`config.mk`:
```
export PLATFORM = sky130hd
export DESIGN_NAME = sdit_cell
export DESIGN_NICKNAME = d
export VERILOG_FILES = /design/src/rtl/core/sdit_pkg.sv /design/src/rtl/core/sdit_cell.sv
export SDC_FILE = /design/constraint.sdc
export NUM_CORES = 1
export LEC_CHECK = 0
export ABC_AREA = 1
export BUFFER_PORTS_ARGS = -buffer_cell sky130_fd_sc_hd__buf_2
export CORE_MARGIN = 3
export CORE_UTILIZATION = 45
export CTS_CLUSTER_DIAMETER = 120
export DETAILED_ROUTE_END_ITERATION = 10
export PLACE_DENSITY = 0.77
export SKIP_CTS_REPAIR_TIMING = 1
export SLEW_MARGIN = 20
export SYNTH_ARGS = -nofsm -noshare
export SYNTH_HDL_FRONTEND = slang
export SYNTH_SLANG_ARGS = --single-unit
```
`constraint.sdc`:
```
create_clock -name clk -period 16.3 [get_ports clk]
set_clock_uncertainty 0.2 [all_clocks]
set_input_delay 0.815 -clock clk [delete_from_list [all_inputs] [get_ports clk]]
set_output_delay 0.815 -clock clk [all_outputs]
set_load 0.01 [all_outputs]
```
`src/rtl/core/sdit_pkg.sv`:
```
`timescale 1ns / 1ps
// ----------------------------------------------------------------------------
// sdit_pkg
// Shared types and constants of the sorted descending insert table.
// ----------------------------------------------------------------------------
package sdit_pkg;

  localparam int CAPACITY_DEF = 256;
  localparam int KEY_W        = 64;
  localparam int HANDLE_W     = 32;
  localparam int POS_OUT_W    = 9;
  localparam int ACT_W        = 3;
  localparam int COUNT_OUT_W  = 9;
  localparam int IN_DATA_W    = 96;
  localparam int OUT_DATA_W   = 24;

  localparam logic [KEY_W-1:0] KEY_DEFAULT = {KEY_W{1'b1}};

  typedef enum logic [ACT_W-1:0] {
    ACT_IGNORED  = 3'd0,
    ACT_REPLACED = 3'd1,
    ACT_INSERTED = 3'd2,
    ACT_APPENDED = 3'd3,
    ACT_FULL     = 3'd4
  } action_t;

  // Control broadcast from the sequencer to every cell.
  typedef struct packed {
    logic cmp_en;  // capture compare flags against the broadcast key
    logic write;   // commit the request into the row
    logic shift;   // cells past the slot take their upper neighbor
  } cell_ctl_t;

endpackage

```
`src/rtl/core/sdit_cell.sv`:
```
`timescale 1ns / 1ps
// ----------------------------------------------------------------------------
// sdit_cell
// One table slot: holds a key and handle, compares against the broadcast key
// and takes its upper neighbor's entry when an insert shifts the row down.
// ----------------------------------------------------------------------------
module sdit_cell (
  input  logic                           clk,
  input  logic                           rst,
  input  sdit_pkg::cell_ctl_t            ctl,
  input  logic [sdit_pkg::KEY_W-1:0]     new_key,
  input  logic [sdit_pkg::HANDLE_W-1:0]  new_handle,
  input  logic                           live,
  input  logic                           prev_gt,
  input  logic [sdit_pkg::KEY_W-1:0]     prev_key,
  input  logic [sdit_pkg::HANDLE_W-1:0]  prev_handle,
  output logic                           gt,
  output logic                           hit,
  output logic                           eq,
  output logic [sdit_pkg::KEY_W-1:0]     key,
  output logic [sdit_pkg::HANDLE_W-1:0]  handle
);

  logic gt_next;
  logic eq_next;

  // Sign-flipped unsigned compare gives signed order.
  assign gt_next = live &&
                   ({~key[sdit_pkg::KEY_W-1], key[sdit_pkg::KEY_W-2:0]} >
                    {~new_key[sdit_pkg::KEY_W-1], new_key[sdit_pkg::KEY_W-2:0]});
  assign eq_next = live && (key == new_key);

  // First cell whose key is not greater than the new key.
  assign hit = prev_gt && !gt;

  always_ff @(posedge clk) begin
    if (rst) begin
      gt <= 1'b0;
      eq <= 1'b0;
    end else if (ctl.cmp_en) begin
      gt <= gt_next;
      eq <= eq_next;
    end
  end

  always_ff @(posedge clk) begin
    if (ctl.write) begin
      if (hit) begin
        key    <= new_key;
        handle <= new_handle;
      end else if (ctl.shift && !gt) begin
        key    <= prev_key;
        handle <= prev_handle;
      end
    end
  end

endmodule

```
==> flow_summary.ini <==
[route]
firstDrtPassIters = 4
drtAntennaViolNets = 0
routed_wl_um = 15910
vias = 5295
vias_per_cell = 4.814
avgRoutedWirePerCell_um = 14.46
initialDrtViolationCount = 310
drc = 0

[synth]
ys_warn_count = 0
ys_seq_area_frac = 0.5099
synth_cells = 635
ys.flop_type = edfxtp_1
syn_area_sq_um = 5732
ys_types = 25
synth_nets = 898
avgSynthCellArea_sq_um = 9.026
synth_edf_count = 96
synth-seq-cells = 98
synthArstFlopShare = 0

[run]
drv_cap = 0

[min_path]
hp-class = flop to flop

[final_layout]
layout_commonest_cell = buf_2
syn2layout_area_growth_pct = 33.64
n_antenna_cell = 0
nFillCells = 1120
post-route-util = 0.6273
nets = 1190
fin_area_sq_um = 7660
mostFrequentLayoutCells = buf_2 (297), nand2_1 (228), edfxtp_1 (96)
final_layout_size_suffix_gt1_frac = 0.3541

[timing]
fin_crit_sh = 0.1808
holdWs_ps = 305.9
slew_headroom = 0.3341
report.final.hold_viol_count = 0
worst_slack_ps = 13350
tns_ps = 0
worst_slew_pin_slew_ps = 998.9
finalCriticalPeriod_ps = 2946
setup_viol = 0
fmax_mhz = 339.4
rsz0062_at_grt = no
slew_viol_final = 0

[setup_path]
critPathMaxFanout = 101
path_class = input port to flop
critical_path_arrival_ps = 2800
crit_top_cell = buf_4
crit_path_top_delay_cell = buf_4
critPathMaxStageDelay_ps = 820
cp-end-kind = flop
startpoint_type = input port
worstPathRequired_ps = 16150
crit_chain = buf_2, inv_1, nor2_4, buf_4, inv_4, buf_4, o21ai_0

[die]
pin_count = 298
die_area_sq_um = 14130
std_cell_rows = 40
start_util = 0.4694
die_w_um = 118.9
core_area_sq_um = 12210
die_h_um = 118.9

[grt]
grt_pass1_vias = 5304
grt_max_degree = 102
grtUsageTotal = 0.2201
antenna_found_initial = 1
grt_pass1_wl_um = 24610
overflow = 0

[clock_network]
cts-root-buf = clkbuf_16
cts_buffer_depth = 2
h-tree-depth = 3
cts_tree = yes
numClockSinks = 98
cts.reportedPaths.clkPinSlew_ps = 70
clk_latency_ps = 340
cts_buffers = 9

[pwr]
ir_worst_vdd_v = 0.00005737
power_density_nw_per_um2 = 85.74
power_leakage_uw = 0.004015

[place]
pre_cts_ws_ps = 13010
dpl_cell_area_sq_um = 7373
place_congestion = 0.8292
place_hpwl_um = 12810
port_buffers = 297

[run_status]
status = finished clean
==> power breakdown <==
part	switching (uW)	leakage [uW]	internal, uW
combinational	78.8	0.00293	57.5
clock	90.6	0.000142	118
sequential	8.90	0.000942	303
==> layer usage <==
| metal | routed length [um] | vias to the layer above | GRT usage |
|---|---|---|---|
| met4 | 394 | 2 | 0.08545 |
| met5 | 18 | - | 0 |
| li1 | - | 2693 | - |
| met2 | 8007 | 222 | 0.3968 |
| met3 | 1450 | 29 | 0.06980 |
| met1 | 6040 | 2349 | 0.2400 |
==> Yosys cell counts, drive strengths merged, types with 2 or more instances <==
| library cell | instances | share of area |
|---|---|---|
| a21oi | 31 | 0.028 |
| buf | 14 | 0.012 |
| clkbuf | 6 | 0.0039 |
| dfxtp | 2 | 0.0070 |
| edfxtp | 96 | 0.50 |
| ha | 64 | 0.14 |
| inv | 82 | 0.054 |
| nand2 | 229 | 0.15 |
| nand3 | 5 | 0.0061 |
| nand4 | 5 | 0.0055 |
| nor2 | 23 | 0.017 |
| o21a | 3 | 0.0039 |
| o21ai | 70 | 0.061 |
==> flip-flops by register name, indices dropped and copies added, names as in the netlist <==
register,flops
eq,1
key,64
gt,1
handle,32
==> through the flow <==
stage,total power [uW],instances
2_1_floorplan,396.1,635
3_3_place_gp,451.7,1084
3_5_place_dp,455.1,1084
4_1_cts,663.7,1100
5_1_grt,691.0,1100
6_report,656.8,1100
==> worst paths after layout <==
kind / to / depth (start not counted) / slack (ps) / start
max: key[31] / 7 / 13350 / prev_gt
min: eq / 2 / 310 / eq
max reg2reg: key[31] / 5 / 13560 / gt
min reg2reg: eq / 2 / 310 / eq
==> critical path, delay by kind of cell <==
family                 cells  cell delay [ps]
AOI/OAI and AO/OA          1              150
buffers and inverters      5             1700
and+or+nand+nor            1               30
==> kinds of logic after synthesis <==
group | count (synthesis) | synth area share
simple gates | 265 | 0.1845
flops | 98 | 0.5099
compound gates | 106 | 0.09605
buf+inv | 102 | 0.06985
fa+ha+maj | 64 | 0.1397
==> cell type report <==
cell class	count	area [sq um]	share of cell area
multi-input combinational	435	2414	0.3151
timing repair buffer	301	1516	0.1980
clock buffer	10	229.0	0.02989
inverter	82	310.3	0.04051
sequential	98	2923	0.3816
tap	168	210.2	0.02744
clock inverter	6	57.56	0.007514
(Power assumes the default switching activity.)
